$ cat src/rtl/rlepx_pkg.sv
// shared types and constants of the tga run-length pixel decoder
// no dependencies; imported by every module of the decoder
package rlepx_pkg;

  localparam int unsigned ADDR_W        = 3;
  localparam int unsigned DATA_W        = 32;
  localparam int unsigned HDR_REPEAT_B  = 7;
  localparam logic [6:0]  HDR_LEN_MASK  = 7'h7f;
  localparam int unsigned QUEUE_DEPTH   = 4;
  localparam int unsigned QUEUE_PTR_W   = $clog2(QUEUE_DEPTH);
  localparam int unsigned QUEUE_CNT_W   = $clog2(QUEUE_DEPTH + 1);

  // register index, taken from paddr[2]
  typedef enum logic {
    REG_HAS_ALPHA    = 1'b0,
    REG_IMAGE_PIXELS = 1'b1
  } reg_idx_t;

  // configuration seen by the front end
  typedef struct packed {
    logic        has_alpha;
    logic [31:0] image_pixels;
  } cfg_t;

  // one finished pixel as it travels from front end to back end
  typedef struct packed {
    logic [7:0] byte0;
    logic [7:0] byte1;
    logic [7:0] byte2;
    logic [7:0] byte3;
    logic       has_alpha;
    logic [7:0] count;
    logic       last;
    logic       over;
  } pix_rec_t;

endpackage

$ cat src/rtl/rlepx_front.sv
// front end: packet header parsing, pixel byte collection, image pixel count
// depends on rlepx_pkg
module rlepx_front (
  input  logic                clk,
  input  logic                rst,
  input  rlepx_pkg::cfg_t     cfg,
  input  logic                accept,
  input  logic [7:0]          data_byte,
  output logic                rec_push,
  output rlepx_pkg::pix_rec_t rec
);
  import rlepx_pkg::*;

  logic        in_body, in_body_next;
  logic        rep_pkt, rep_pkt_next;
  logic [7:0]  pkt_left, pkt_left_next;
  logic [1:0]  ch_idx, ch_idx_next;
  logic [7:0]  ch_bytes [3];
  logic [31:0] img_left, img_left_next;

  logic [1:0]  last_pos;
  logic        final_byte;
  logic        rep_ge;
  logic [7:0]  rep_count;
  logic        raw_last;
  logic [7:0]  raw_pkt_dec;

  always_comb begin
    last_pos    = cfg.has_alpha ? 2'd3 : 2'd2;
    final_byte  = in_body && (ch_idx >= last_pos);
    rep_ge      = {24'd0, pkt_left} >= img_left;
    rep_count   = rep_ge ? img_left[7:0] : pkt_left;
    raw_last    = (img_left[31:1] == 31'd0);
    raw_pkt_dec = (pkt_left != 8'd0) ? pkt_left - 8'd1 : 8'd0;
  end

  always_comb begin
    in_body_next  = in_body;
    rep_pkt_next  = rep_pkt;
    pkt_left_next = pkt_left;
    ch_idx_next   = ch_idx;
    img_left_next = img_left;
    if (accept) begin
      if (!in_body) begin
        if (img_left == 32'd0) begin
          img_left_next = (cfg.image_pixels != 32'd0) ? cfg.image_pixels : 32'd1;
        end
        rep_pkt_next  = data_byte[HDR_REPEAT_B];
        pkt_left_next = {1'b0, data_byte[6:0] & HDR_LEN_MASK} + 8'd1;
        ch_idx_next   = 2'd0;
        in_body_next  = 1'b1;
      end else if (!final_byte) begin
        ch_idx_next = ch_idx + 2'd1;
      end else begin
        ch_idx_next = 2'd0;
        if (rep_pkt) begin
          img_left_next = img_left - {24'd0, rep_count};
          pkt_left_next = 8'd0;
          in_body_next  = 1'b0;
        end else begin
          img_left_next = raw_last ? 32'd0 : img_left - 32'd1;
          pkt_left_next = raw_pkt_dec;
          if (raw_pkt_dec == 8'd0 || raw_last) begin
            pkt_left_next = 8'd0;
            in_body_next  = 1'b0;
          end
        end
      end
    end
  end

  // result record for the final byte of a pixel
  always_comb begin
    rec_push      = accept && final_byte;
    rec.byte0     = ch_bytes[0];
    rec.byte1     = ch_bytes[1];
    rec.byte2     = ch_bytes[2];
    rec.byte3     = data_byte;
    rec.has_alpha = cfg.has_alpha;
    if (rep_pkt) begin
      rec.count = rep_count;
      rec.last  = rep_ge;
      rec.over  = {24'd0, pkt_left} > img_left;
    end else begin
      rec.count = 8'd1;
      rec.last  = raw_last;
      rec.over  = raw_last && (pkt_left > 8'd1);
    end
  end

  always_ff @(posedge clk) begin
    if (rst) begin
      in_body     <= 1'b0;
      rep_pkt     <= 1'b0;
      pkt_left    <= 8'd0;
      ch_idx      <= 2'd0;
      img_left    <= 32'd0;
      ch_bytes[0] <= 8'd0;
      ch_bytes[1] <= 8'd0;
      ch_bytes[2] <= 8'd0;
    end else begin
      in_body  <= in_body_next;
      rep_pkt  <= rep_pkt_next;
      pkt_left <= pkt_left_next;
      ch_idx   <= ch_idx_next;
      img_left <= img_left_next;
      if (accept && in_body && !final_byte) begin
        ch_bytes[ch_idx] <= data_byte;
      end
    end
  end

endmodule

$ cat src/rtl/rlepx_queue.sv
// small queue of pixel records between front end and back end
// depends on rlepx_pkg
module rlepx_queue (
  input  logic                clk,
  input  logic                rst,
  input  logic                wr_en,
  input  rlepx_pkg::pix_rec_t wr_data,
  input  logic                rd_en,
  output rlepx_pkg::pix_rec_t rd_data,
  output logic                full,
  output logic                nonempty
);
  import rlepx_pkg::*;

  pix_rec_t               entries [QUEUE_DEPTH];
  logic [QUEUE_PTR_W-1:0] wr_ptr;
  logic [QUEUE_PTR_W-1:0] rd_ptr;
  logic [QUEUE_CNT_W-1:0] count;

  assign full     = (count == QUEUE_CNT_W'(QUEUE_DEPTH));
  assign nonempty = (count != '0);
  assign rd_data  = entries[rd_ptr];

  always_ff @(posedge clk) begin
    if (wr_en) begin
      entries[wr_ptr] <= wr_data;
    end
  end

  always_ff @(posedge clk) begin
    if (rst) begin
      wr_ptr <= '0;
      rd_ptr <= '0;
      count  <= '0;
    end else begin
      if (wr_en) begin
        wr_ptr <= wr_ptr + 1'b1;
      end
      if (rd_en) begin
        rd_ptr <= rd_ptr + 1'b1;
      end
      if (wr_en && !rd_en) begin
        count <= count + 1'b1;
      end else if (rd_en && !wr_en) begin
        count <= count - 1'b1;
      end
    end
  end

endmodule

$ cat src/rtl/rlepx_back.sv
// back end: channel reorder to rgb and the result output register
// depends on rlepx_pkg
module rlepx_back (
  input  logic                clk,
  input  logic                rst,
  input  logic                q_nonempty,
  input  rlepx_pkg::pix_rec_t q_data,
  output logic                q_pop,
  input  logic                pop,
  output logic                empty,
  output logic [7:0]          red,
  output logic [7:0]          green,
  output logic [7:0]          blue,
  output logic [7:0]          alpha,
  output logic [7:0]          repeat_count,
  output logic                last_pixel,
  output logic                overrun
);
  import rlepx_pkg::*;

  logic out_valid;

  assign empty = !out_valid;
  assign q_pop = q_nonempty && (!out_valid || pop);

  always_ff @(posedge clk) begin
    if (rst) begin
      out_valid <= 1'b0;
    end else if (q_pop) begin
      out_valid <= 1'b1;
    end else if (pop) begin
      out_valid <= 1'b0;
    end
  end

  always_ff @(posedge clk) begin
    if (q_pop) begin
      blue         <= q_data.byte0;
      green        <= q_data.byte1;
      red          <= q_data.has_alpha ? q_data.byte2 : q_data.byte3;
      alpha        <= q_data.has_alpha ? q_data.byte3 : 8'd0;
      repeat_count <= q_data.count;
      last_pixel   <= q_data.last;
      overrun      <= q_data.over;
    end
  end

endmodule

$ cat src/rtl/tga_rle_pixel_decoder.sv
// tga run-length pixel decoder, top level; depends on rlepx_pkg, rlepx_front,
// rlepx_queue and rlepx_back
// a pixel's record is queued as its final byte is taken, then registered at the output
// throughput: one byte per cycle while full is low; full rises only when the 4-entry pixel queue is full
// reset (rst, synchronous): parser waits for a packet header, image count reloads at
// the first header, queue and output register empty, has_alpha = 1, image_pixels = 1
module tga_rle_pixel_decoder (
  input  logic                        clk,
  input  logic                        rst,
  // byte stream in
  input  logic                        push,
  output logic                        full,
  input  logic [7:0]                  data_byte,
  // pixel results out
  input  logic                        pop,
  output logic                        empty,
  output logic [7:0]                  red,
  output logic [7:0]                  green,
  output logic [7:0]                  blue,
  output logic [7:0]                  alpha,
  output logic [7:0]                  repeat_count,
  output logic                        last_pixel,
  output logic                        overrun,
  // configuration
  input  logic                        psel,
  input  logic                        penable,
  input  logic                        pwrite,
  input  logic [rlepx_pkg::ADDR_W-1:0] paddr,
  input  logic [rlepx_pkg::DATA_W-1:0] pwdata,
  output logic [rlepx_pkg::DATA_W-1:0] prdata,
  output logic                        pready
);
  import rlepx_pkg::*;

  // configuration registers
  logic     has_alpha;
  logic [31:0] image_pixels;
  reg_idx_t reg_sel;
  logic     cfg_wr;
  cfg_t     cfg;

  // front end to queue to back end
  logic     in_accept;
  logic     rec_push;
  pix_rec_t rec;
  pix_rec_t q_data;
  logic     q_full;
  logic     q_nonempty;
  logic     q_pop;

  // register i sits at byte address 4*i; low address bits are ignored
  assign reg_sel = reg_idx_t'(paddr[2]);
  assign cfg_wr  = psel && penable && pwrite && pready;
  assign pready  = 1'b1;

  always_ff @(posedge clk) begin
    if (rst) begin
      has_alpha    <= 1'b1;
      image_pixels <= 32'd1;
    end else if (cfg_wr) begin
      case (reg_sel)
        REG_HAS_ALPHA:    has_alpha    <= pwdata[0];
        REG_IMAGE_PIXELS: image_pixels <= pwdata;
        default:          ;
      endcase
    end
  end

  always_comb begin
    case (reg_sel)
      REG_HAS_ALPHA:    prdata = {{(DATA_W-1){1'b0}}, has_alpha};
      REG_IMAGE_PIXELS: prdata = image_pixels;
      default:          prdata = '0;
    endcase
  end

  assign cfg.has_alpha    = has_alpha;
  assign cfg.image_pixels = image_pixels;

  // a byte is taken whenever the queue has room; header and channel bytes
  // make no record, yet every byte is held while the queue is full
  assign full      = q_full;
  assign in_accept = push && !full;

  // front end: packet parsing and image pixel count, one byte per cycle while the queue has room
  rlepx_front u_front (
    .clk       (clk),
    .rst       (rst),
    .cfg       (cfg),
    .accept    (in_accept),
    .data_byte (data_byte),
    .rec_push  (rec_push),
    .rec       (rec)
  );

  // decoupling queue so output stalls do not stop the byte stream at once
  rlepx_queue u_queue (
    .clk      (clk),
    .rst      (rst),
    .wr_en    (rec_push),
    .wr_data  (rec),
    .rd_en    (q_pop),
    .rd_data  (q_data),
    .full     (q_full),
    .nonempty (q_nonempty)
  );

  // back end: rgb reorder into the output register, refilled as it drains
  rlepx_back u_back (
    .clk          (clk),
    .rst          (rst),
    .q_nonempty   (q_nonempty),
    .q_data       (q_data),
    .q_pop        (q_pop),
    .pop          (pop),
    .empty        (empty),
    .red          (red),
    .green        (green),
    .blue         (blue),
    .alpha        (alpha),
    .repeat_count (repeat_count),
    .last_pixel   (last_pixel),
    .overrun      (overrun)
  );

  // a clipped run always ends the image
  assert property (@(posedge clk) disable iff (rst)
    (!empty && overrun) |-> last_pixel)
    else $error("overrun without last_pixel");

  // every transaction on the result side covers at least one pixel
  assert property (@(posedge clk) disable iff (rst)
    !empty |-> (repeat_count != 8'd0))
    else $error("zero repeat_count on result");

  // the queue is never written while it reports full
  assert property (@(posedge clk) disable iff (rst)
    q_full |-> !rec_push)
    else $error("pixel record pushed into full queue");

  // a record leaving the queue reaches the output register on the next edge
  assert property (@(posedge clk) disable iff (rst)
    q_pop |=> !empty)
    else $error("popped record lost before output register");

endmodule
$ cat config.mk
export PLATFORM = sky130hd
export DESIGN_NAME = tga_rle_pixel_decoder
export DESIGN_NICKNAME = d
export VERILOG_FILES = /design/src/rtl/rlepx_pkg.sv /design/src/rtl/rlepx_front.sv /design/src/rtl/rlepx_queue.sv /design/src/rtl/rlepx_back.sv /design/src/rtl/tga_rle_pixel_decoder.sv
export SDC_FILE = /design/constraint.sdc
export NUM_CORES = 1
export LEC_CHECK = 0
export ABC_AREA = 1
export CORE_MARGIN = 2
export CORE_UTILIZATION = 47
export DETAILED_ROUTE_END_ITERATION = 10
export DONT_BUFFER_PORTS = 1
export SYNTH_ARGS = -nofsm -noshare
export SYNTH_HDL_FRONTEND = slang
export SYNTH_SLANG_ARGS = --single-unit
$ cat constraint.sdc
create_clock -name clk -period 5.4 [get_ports clk]
set_input_delay 1.08 -clock clk [delete_from_list [all_inputs] [get_ports clk]]
set_output_delay 1.08 -clock clk [all_outputs]
set_load 0.05 [all_outputs]
Word-level counts from Yosys, hierarchy flattened --
Memory sizes are Yosys's and may differ from the RTL's. A register that Yosys moved wholly into a read port is not among the register bits. Cells that the tools add are included.
Cells by class: add/sub/neg operators 9, $lt $le $gt $ge 4, equality and inequality tests 2, multiplexer cells 38, bitwise gates (word level) 2, reductions and logical operators 33
Operators with widths (number):
- 2-to-1 mux 32 bit | 6
- 2-to-1 mux 8 bit | 8
- case mux 32 bit (2 select lines) | 1
- >= comparator 8 x 32 -> 1 bit | 1
- > comparator 8 x 32 -> 1 bit | 1
- logical NOT 32 bit | 1
- nonzero test 32 bit | 1
- subtractor 32 x 1 -> 32 bit, second input constant | 1
- subtractor 32 x 8 -> 32 bit | 1
- logical NOT 31 bit | 1
- 2-to-1 mux 1 bit | 15
- logical AND 1 bit | 11
- 2-to-1 mux 10 bit | 1
- 2-to-1 mux 2 bit | 5
- adder 7 x 1 -> 8 bit, second input constant | 1
- > comparator 8 x 1 -> 1 bit, second input constant | 1
- logical NOT 8 bit | 1
- AND reduction 2 bit | 4
- nonzero test 8 bit | 1
- OR reduction 8 bit | 1
- subtractor 8 x 1 -> 8 bit, second input constant | 1
- adder 2 x 1 -> 2 bit, second input constant | 3
- 2-to-1 mux 3 bit | 2
- nonzero test 2 bit | 3
- 10 further kinds | 16
Word-level totals: register bits after elaboration 127, RAM bits 196, logic and storage cells 108, memories 2
Memory list:
- u_queue.entries | words 4, bits a word 43, rd ports 1, clocked after Yosys merged registers in 1, write ports 1, line rlepx_queue.sv:15 | pix_rec_t entries [QUEUE_DEPTH];
- u_front.ch_bytes | words 3, bits a word 8, rd ports 3, clocked after Yosys merged registers in 0, write ports 3, line rlepx_front.sv:18 | logic [7:0] ch_bytes [3];

Longest topological paths before layout --
Gate-level depths: netlist (run 1).
depth in word-level cells 10, depth in mapped cells 27, mapped depth without buffers 26

By module --
From an unflattened synthesis (run 1), not the netlist that was laid out.
Second synthesis, totals: cell total of the unflattened synthesis 1861, area, all modules 16409.5 µm²
By module, submodules not included:
- rlepx_queue | instances 1, cells each 474, area an instance 6802.8 µm², seq. area each 5345.1 µm²
- rlepx_front | instances 1, cells each 1010, area an instance 6377.4 µm², seq. area each 1601.5 µm²
- tga_rle_pixel_decoder | instances 1, cells each 286, area an instance 1740.4 µm², seq. area each 660.6 µm²
- rlepx_back | instances 1, cells each 91, area an instance 1488.9 µm², seq. area each 1281.2 µm²

Worst setup path after synthesis (run 1) --
Ideal clock, no wire load.
kind input port to flip-flop, start input port pop, end register u_queue.count[1], library setup time 116 ps, data arrival time 4405 ps, slack 879 ps, cell stages on the path 8, cells stage by stage nor2_1 > a21oi_1 > inv_1 > ha_1 > inv_1 > fa_1 > o21ai_0 > nor2_1
On the way: cells in the longest elaborated chain, start to end 5
RTL lines:
- start: declaration | line tga_rle_pixel_decoder.sv:15 | input logic pop,
- logical OR 1 bit * | line rlepx_back.sv:24 | assign q_pop = q_nonempty && (!out_valid || pop);
- logical AND 1 bit * | line rlepx_back.sv:24
- via q_pop | line tga_rle_pixel_decoder.sv:49 | logic q_pop;
- logical NOT 1 bit | line rlepx_queue.sv:42 | if (wr_en && !rd_en) begin
- logical AND 1 bit | line rlepx_queue.sv:42
- 2-to-1 mux 3 bit / nonzero test 2 bit (equally long branches)
- end signal: assignment | line rlepx_queue.sv:43 | count <= count + 1'b1;
- end signal: assignment | line rlepx_queue.sv:45 | count <= count - 1'b1;
- end: declaration | line rlepx_queue.sv:18 | logic [QUEUE_CNT_W-1:0] count;
Mark *: on every way through the listed nets, which the timed path passes. The rest lies on a longest branch. A chain may end at the register's enable or synchronous reset.

Final worst setup path (run 1) --
start register u_front.img_left[5], end register u_front.img_left[16]
On the way: cells in the longest elaborated chain, start to end 6
RTL lines:
- start: declaration | line rlepx_front.sv:19 | logic [31:0] img_left, img_left_next;
- start signal: assignment | line rlepx_front.sv:106 | img_left <= img_left_next;
- >= comparator 8 x 32 -> 1 bit | line rlepx_front.sv:31 | rep_ge = {24'd0, pkt_left} >= img_left;
- 2-to-1 mux 8 bit | line rlepx_front.sv:32 | rep_count = rep_ge ? img_left[7:0] : pkt_left;
- subtractor 32 x 8 -> 32 bit | line rlepx_front.sv:57 | img_left_next = img_left - {24'd0, rep_count};
- 2-to-1 mux 32 bit | line rlepx_front.sv:56 | if (rep_pkt) begin
- 2-to-1 mux 32 bit | line rlepx_front.sv:52 | end else if (!final_byte) begin
- 2-to-1 mux 32 bit | line rlepx_front.sv:44 | if (!in_body) begin
Parallel ways exist; a longest one is shown, timed or not. The select of a mux whose other input is x is not followed.

==> impl_metrics.toml, run 1 <==
[status]
outcome = "complete, no violations"

[clocking]
clockBufferDepth = 3
clkTransAtPathRegs_ns = 0.06
cts-root-buf = "clkbuf_16"
holdBufCountCts = 0
cts.repair.resized = 0
cts_num_sinks = 325
htreeDepth = 2
post_cts_buffers = 0
clock_latency_ns = 0.53
cts_made_buffers = 36
cts_tree = "yes"

[drt]
first_pass_iters = 5
via_count = 11413
avgViaCountPerCell = 5.39
drtIter0Drc = 799
wl_per_cell_um = 18.1
antenna_left = 0
finalWirelength_um = 38300
drc = 0

[sta]
setup_viol = 0
period_minus_slack_ns = 4.22
rsz0062_at_grt = "false"
slew_headroom_pct = 25.6
clock_skew_ns = 0.0194
fin_crit_sh_pct = 78.2
fmax_mhz = 237
finalWorstSetupSlack_ns = 1.18
fin_setup_tns_ns = 0
finalMaxSlewViolations = 0
holdWs_ns = 0.467
worst_slew_pin_slew_ns = 1.11
hold_violations = 0

[yosys]
synthTopCellsByArea = "edfxtp_1 47%, dfxtp_1 11%, nand2_1 6.7%"
synth.distinct_cells = 46
synth_seq_area_share_pct = 57.8
postSynthAreaPerCell_um2 = 9.25
synth_nets = 1743
synthTopCellsByCount = "274 x nand2_1, 242 x nor2_1, 238 x edfxtp_1"
synth_top_area_cell = "edfxtp_1"
yosys.cell_count.top_type = "nand2_1"
synth-edff-count = 238
ys_ff_latch = 325
syn_inst = 1662
synth_top_area_share_pct = 46.5
syn-cell-area_um2 = 15400
async_reset_ff_share_pct = 0
yosysWarnings = 0
synth_top_flop_cell = "edfxtp_1"

[grt]
grt_max_degree = 87
antenna_found_initial = 0
grt_pass1_vias = 10917
grt_pass1_wl_um = 60100
grt_usage_pct = 22.8
grt_overflow = 0

[setup_path]
reg2regPathDepth = 24
end_kind = "flop"
arrival_ns = 4.69
worstPathMaxFanout = 16
worstSetupPathType = "flop to flop"
start_kind = "flop"
required_ns = 5.87

[floorplanning]
die_y_um = 185
dieArea_um2 = 34200
num_rows = 66
ios = 127
core_area_um2 = 32400
die_w_um = 185
initial_utilization_pct = 47.5

[place]
pre_cts_ws_ns = 1.25
globalplace.congestion = 0.927
hpwl_um = 25700
portBuffers = 0

[worst_hold_path]
worstHoldPathType = "flop to flop"
min_delay_path_depth = 2

[finish]
area_growth_pct = 10.3
regArea_um2 = 8890
fin_util_pct = 52.4
fin_nets = 1730
multi_input_area_um2 = 5530
drive_above_1_share_pct = 8.47
fill_cells = 3017
n_antenna_cell = 0

[job]
drv_cap = 0
==> path summary, 6_finish.rpt <==
| check | from | endpoint | slack, ns |
|---|---|---|---|
| setup / recovery | u_front.img_left[5]$_SDFFE_PP0P_ | u_front.img_left[16]$_SDFFE_PP0P_ | 1.18 |
| hold / removal | u_queue.rd_ptr[1]$_SDFFE_PP0P_ | flop | 0.47 |
| setup reg to reg | u_front.img_left[5]$_SDFFE_PP0P_ | u_front.img_left[16]$_SDFFE_PP0P_ | 1.18 |
| hold reg to reg | u_queue.rd_ptr[1]$_SDFFE_PP0P_ | flop | 0.47 |
==> state kept, by name, indices dropped and copies added, names as in the netlist, 8 cells and up, named ones only <==
signal	cells
u_back.alpha	8
u_back.blue	8
u_front.ch_bytes	24
u_back.red	8
u_front.img_left	32
u_back.green	8
u_back.repeat_count	8
u_queue.entries	172
image_pixels	32
u_front.pkt_left	8
==> cells in the final DEF, fill, tap and decap left out, types with 5 or more instances in the layout <==
master / count
a21oi_1: 93
a21oi_2: 7
a31oi_1: 14
a32o_1: 9
buf_4: 17
clkbuf_16: 36
clkinv_1: 8
clkinv_2: 6
dfxtp_1: 85
edfxtp_1: 238
ha_1: 29
inv_1: 171
inv_2: 5
nand2_1: 274
nand2_2: 18
nand3_1: 80
nand4_1: 18
nor2_1: 238
nor2_2: 7
nor2_4: 9
nor3_1: 13
o211ai_1: 5
o21ai_0: 164
o21ai_1: 24
o21ai_2: 9
o22ai_1: 35
xor2_1: 16
==> cell type report <==
class,instances,area share (%)
Sequential cell,325,52.4
Multi-Input combinational cell,1091,32.6
Clock buffer,40,5.40
Inverter,178,3.94
Tap cell,442,3.26
Clock inverter,25,1.58
Timing Repair Buffer,17,0.753
==> cell families (layout without fill, tap and decap cells) <==
kind of cell             after synthesis  count (layout)  synth area share [%]
buffers and inverters                246             260                  6.43
XOR/XNOR                              17              17                 0.969
flip-flops                           325             325                  57.8
other                                  1               1                0.0244
AND/OR/NAND/NOR                      673             673                  18.8
adder cells (fa/ha/maj)               31              31                  2.62
AO/OA/AOI/OAI                        369             369                  13.3
==> critical path, cell delays in order, from the launching register on <==
cell and delay [ns]:
dfxtp_1 0.47, inv_1 0.12, ha_1 0.33, a21oi_1 0.13, nor2_1 0.05, a211oi_1 0.17, o21ai_0 0.15, nand2_2 0.12
nand2_4 0.16, o21ai_2 0.21, inv_2 0.04, ha_1 0.17, inv_1 0.09, fa_1 0.21, nand2_1 0.07, nand2_1 0.09
nand2_1 0.08, o21ai_0 0.68, inv_1 0.25, nand2_1 0.17, xor2_1 0.15, nand2_1 0.06, nand3_1 0.08, nand2_1 0.05
inv_1 0.04
==> routing by layer <==
layer	track usage, %	part of all wire, %
met5	0	0
met3	3.28	5.0
met4	10.3	4.4
met2	39.3	49
met1	28.3	42
==> per-stage QoR <==
step                std cells  cell area [um^2]
floorplan                1662             15400
global placement         2053             15800
detailed placement       2053             15800
CTS                      2118             17000
global route             2118             17000
finish                   2118             17000
Power of run 1 is not shown: default switching activity piles up to over one toggle a cycle in this logic, so the estimate is an artifact.
==> inputs of run 2 (changes only) <==
==> constraint.sdc (replaced) <==
create_clock -name clk -period 3.9 [get_ports clk]
set_input_delay 0.78 -clock clk [delete_from_list [all_inputs] [get_ports clk]]
set_output_delay 0.78 -clock clk [all_outputs]
set_load 0.05 [all_outputs]
==> run 2 against run 1 <==
Against the previous run:
- sequential cell count is the same
- global-route usage rose by 0.14 points
- worst hold slack worse by 0.14 ns
- clock-buffer cell count rose by 5
- fmax is 17% higher
- core utilization rose by 0.50 points
- clock skew decreased by 0.0012 ns
- via count up 0.96%
- final area increased by 0.96%
==> impl_metrics.toml, run 2 (synthesis gave the netlist of run 1 again) <==
[status]
outcome = "complete, no violations"

[setup_path]
path_common_cell = "nand2_1"
start_kind = "flop"
r2r-end = "u_front.img_left[17]$_SDFFE_PP0P_"
required_ns = 4.36
cp_slowest_cell = "dfxtp_1"
worstPathMaxFanout = 11
arrival_ns = 4.07
max_stage_delay_ns = 0.35
crit_end = "u_front.img_left[17]$_SDFFE_PP0P_"
critical_path.cell_chain = "nor2_1 > nand2_1 > nor2_1 > nand3_4 > nor3_4 > nand2_2 > nand2_4 > buf_4 > nand2_2 > o21ai_2 > ha_1 > a21oi_1 > nand2_1 > nand2_1 > nand2_1 > nand2_1 > nand3_1 > nand2_1 > nand2_1 > nor3_1 > nor2_1 > nor2_1"
worstSetupPathType = "flop to flop"
reg2reg_slack_ns = 0.28
critPathLaunch = "u_front.img_left[29]$_SDFFE_PP0P_"
reg2regPathDepth = 22
r2r-start = "u_front.img_left[29]$_SDFFE_PP0P_"
end_kind = "flop"

[floorplanning]
core_area_um2 = 32400
ios = 127
die_w_um = 185
die_y_um = 185
num_rows = 66
dieArea_um2 = 34200
initial_utilization_pct = 47.5

[finish]
area_growth_pct = 11.4
layout_common_cells = "272 x nand2_1, 238 x edfxtp_1, 237 x nor2_1"
regArea_um2 = 8890
multi_input_area_um2 = 5540
fill_cells = 3012
largest_registers = "u_queue.entries: 172 flops, image_pixels: 32 flops, u_front.img_left: 32 flops"
fin_nets = 1750
n_antenna_cell = 0
fin_area_um2 = 17100
final_common_cell = "nand2_1"
largest_reg_flops = 172
top_register = "u_queue.entries"
drive_above_1_share_pct = 9.67

[clocking]
cts_made_buffers = 36
cts_num_sinks = 325
post_cts_buffers = 0
clockBufferDepth = 3
holdBufCountCts = 0
clkTransAtPathRegs_ns = 0.06
cts.repair.resized = 0
cts-root-buf = "clkbuf_16"
cts_tree = "yes"
htreeDepth = 2
clock_latency_ns = 0.52

[job]
drv_cap = 0

[grt]
grt_pass1_wl_um = 60400
grt_pass1_vias = 10995
antenna_found_initial = 0
grt_max_degree = 57
grt_usage_pct = 22.9
grt_overflow = 0

[sta]
period_minus_slack_ns = 3.62
finalMaxSlewViolations = 0
rsz0062_at_grt = "false"
worst_slew_pin_slew_ns = 1.17
clock_skew_ns = 0.0182
fin_setup_tns_ns = 0
hold_violations = 0
setup_viol = 0
slew_headroom_pct = 21.9
fin_crit_sh_pct = 92.7
fmax_mhz = 277
holdWs_ns = 0.331

[place]
hpwl_um = 26000
globalplace.congestion = 0.927
portBuffers = 0
placed_cell_area_um2 = 15900

[drt]
wl_per_cell_um = 18.1
finalWirelength_um = 38700
first_pass_iters = 5
via_count = 11522
drc = 0
avgViaCountPerCell = 5.39
drtIter0Drc = 793
antenna_left = 0

[worst_hold_path]
worstHoldPathType = "input pin to flop"
==> run 2: area by class of cell <==
cell class | instances | area share (%)
repair buffers | 37 | 1.70
flip-flops and latches | 325 | 51.9
clock inverters | 20 | 1.24
clock buffers | 45 | 5.64
well taps | 442 | 3.23
multi-input cells | 1091 | 32.4
inverters | 178 | 3.90
==> run 2: through the flow <==
step | instances | util [%] | setup WS [ns]
global placement | 2073 | 49.2 | 0.307
floorplan | 1662 | - | 0.257
global route | 2138 | 52.9 | 0.00785
detailed placement | 2073 | 49.2 | 0.255
CTS | 2138 | 52.9 | 0.232
finish | 2138 | 52.9 | 0.284
==> run 2: worst min path at each step <==
stage	start	to	cells past startpoint
after CTS	rst	u_front.img_left[23]$_SDFFE_PP0P_	1
after detailed placement	u_queue.rd_ptr[1]$_SDFFE_PP0P_	flop	2
after floorplan	u_queue.rd_ptr[1]$_SDFFE_PP0P_	flop	2
after global placement	u_queue.rd_ptr[1]$_SDFFE_PP0P_	u_queue.rd_ptr[1]$_SDFFE_PP0P_	2
after global routing	rst	u_front.img_left[31]$_SDFFE_PP0P_	1
final	rst	u_front.img_left[18]$_SDFFE_PP0P_	1
==> run 2: critical path, delay by kind of cell (launching register included) <==
| family | cells | cell delay, ns |
|---|---|---|
| flip-flops | 1 | 0.35 |
| adder cells (fa/ha/maj) | 1 | 0.29 |
| AO/OA/AOI/OAI | 2 | 0.23 |
| buffers and inverters | 1 | 0.19 |
| AND/OR/NAND/NOR | 18 | 2.50 |
==> run 2: per-layer routing <==
| metal | track usage (%) | vias up | wire [um] |
|---|---|---|---|
| met5 | 0 | - | 0 |
| met4 | 9.62 | 0 | 1520 |
| met3 | 3.17 | 83 | 1860 |
| met2 | 39.8 | 315 | 19200 |
| met1 | 28.7 | 5444 | 16100 |
| li1 | - | 5680 | - |
Power of run 2 is left out for the same reason.
==> inputs of run 3 (changes only) <==
--- a/config.mk
+++ b/config.mk
@@ -8,6 +8,7 @@
 export ABC_AREA = 1
 export CORE_MARGIN = 2
 export CORE_UTILIZATION = 47
+export CTS_BUF_LIST = sky130_fd_sc_hd__clkbuf_4 sky130_fd_sc_hd__clkbuf_8
 export DETAILED_ROUTE_END_ITERATION = 10
 export DONT_BUFFER_PORTS = 1
 export SYNTH_ARGS = -nofsm -noshare
==> run 3 against run 2 <==
Against the previous run:
- routed wire length hardly changed
- clock skew grew 0.013 ns
- non-clock buffer count unchanged
- via count increased by 0.99%
- clock-buffer cell count increased by 23
- sequential share of layout area is 0.32 points higher
- final area down 0.61%
- worst hold slack lost 0.079 ns
- first-iteration DRC count increased by 7.4%
- critical endpoint is now u_front.img_left[28]$_SDFFE_PP0P_
==> impl_metrics.toml, run 3 (synthesis gave the netlist of run 1 again) <==
[sta]
clock_skew_ns = 0.0316
rsz0062_at_grt = "false"
period_minus_slack_ns = 3.62
slew_headroom_pct = 24.8
fmax_mhz = 276
holdWs_ns = 0.251
finalMaxSlewViolations = 0
worst_slew_pin_slew_ns = 1.13
fin_setup_tns_ns = 0
setup_viol = 0
hold_violations = 0
fin_crit_sh_pct = 92.9

[finish]
fill_cells = 3047
regArea_um2 = 8890
fin_area_um2 = 17000
layout_common_cells = "272 x nand2_1, 238 x edfxtp_1, 237 x nor2_1"
fin_util_pct = 52.6
final_common_cell = "nand2_1"
fin_nets = 1767
n_antenna_cell = 0
top_register = "u_queue.entries"
area_growth_pct = 10.7
multi_input_area_um2 = 5540
largest_registers = "u_queue.entries: 172 flops, image_pixels: 32 flops, u_front.img_left: 32 flops"
drive_above_1_share_pct = 11.2
largest_reg_flops = 172

[setup_path]
reg2reg_slack_ns = 0.28
arrival_ns = 4.13
r2r-start = "u_front.img_left[29]$_SDFFE_PP0P_"
worstSetupPathType = "flop to flop"
reg2regPathDepth = 23
start_kind = "flop"
worstPathMaxFanout = 11
end_kind = "flop"
critPathLaunch = "u_front.img_left[29]$_SDFFE_PP0P_"
required_ns = 4.40
crit_end = "u_front.img_left[28]$_SDFFE_PP0P_"
r2r-end = "u_front.img_left[28]$_SDFFE_PP0P_"

[floorplanning]
dieArea_um2 = 34200
ios = 127
die_w_um = 185
initial_utilization_pct = 47.5
num_rows = 66
die_y_um = 185
core_area_um2 = 32400

[place]
portBuffers = 0
placed_cell_area_um2 = 15900
hpwl_um = 26000
globalplace.congestion = 0.927

[drt]
drtIter0Drc = 852
finalWirelength_um = 38700
antenna_left = 0
first_pass_iters = 5
drc = 0
via_count = 11636
wl_per_cell_um = 17.9
avgViaCountPerCell = 5.36

[clocking]
cts-root-buf = "clkbuf_8"
cts_num_sinks = 325
cts_made_buffers = 53
clock_latency_ns = 0.60
clockBufferDepth = 3
htreeDepth = 2
holdBufCountCts = 0
clkTransAtPathRegs_ns = 0.07
post_cts_buffers = 0
cts_tree = "yes"
cts.repair.resized = 0

[grt]
grt_usage_pct = 23.0
grt_pass1_vias = 11073
grt_overflow = 0
grt_max_degree = 57
grt_pass1_wl_um = 60600
antenna_found_initial = 0

[status]
outcome = "complete, no violations"

[job]
drv_cap = 0

[worst_hold_path]
worstHoldPathType = "input pin to flop"
==> run 3: layout make-up <==
type                       instances  share of cell area, %
sequential                       325                   52.3
multi-input combinational       1091                   32.6
clock buffer                      68                   5.02
inverter                         178                   3.93
tap                              442                   3.25
timing repair buffer              37                   1.71
clock inverter                    28                   1.27
==> run 3: how the worst min path moves through the flow <==
stage,start,endpoint,slack [ns],depth (start not counted)
3_3_place_gp,u_queue.rd_ptr[1]$_SDFFE_PP0P_,u_queue.rd_ptr[1]$_SDFFE_PP0P_,0.45,2
5_1_grt,rst,u_front.img_left[31]$_SDFFE_PP0P_,0.21,1
6_report,rst,u_front.img_left[23]$_SDFFE_PP0P_,0.25,1
2_1_floorplan,u_queue.rd_ptr[1]$_SDFFE_PP0P_,flop,0.44,2
4_1_cts,rst,u_front.img_left[23]$_SDFFE_PP0P_,0.21,1
3_5_place_dp,u_queue.rd_ptr[1]$_SDFFE_PP0P_,flop,0.46,2
==> run 3: metrics by stage <==
stage,cells,setup WS (ns)
2_1_floorplan,1662,0.257
3_3_place_gp,2073,0.307
3_5_place_dp,2073,0.255
4_1_cts,2169,0.245
5_1_grt,2169,0.00604
6_report,2169,0.275
==> run 3: worst max-delay path, stage by stage, from the launching register on <==
cell	delay, ns
dfxtp_1	0.35
nor2_1	0.31
nand2_1	0.16
nor2_1	0.23
nand3_4	0.13
nor3_4	0.19
nand2_2	0.11
nand2_4	0.18
o21ai_2	0.09
inv_2	0.05
ha_1	0.14
inv_1	0.07
fa_1	0.41
nand2_1	0.09
nand2_1	0.09
nand2_1	0.10
o21ai_0	0.09
buf_4	0.16
nor2_2	0.16
nand2_1	0.09
o21ai_0	0.14
nand3_1	0.09
nand2_1	0.07
inv_1	0.04
==> run 3: metal layers <==
layer,GRT usage [%],share of wire [%],up-vias
li1,-,-,5722
met1,28.6,41,5454
met2,39.4,49,366
met3,3.83,5.2,94
met4,10.7,4.5,0
met5,0,0,-
Power of run 3 is left out for the same reason.
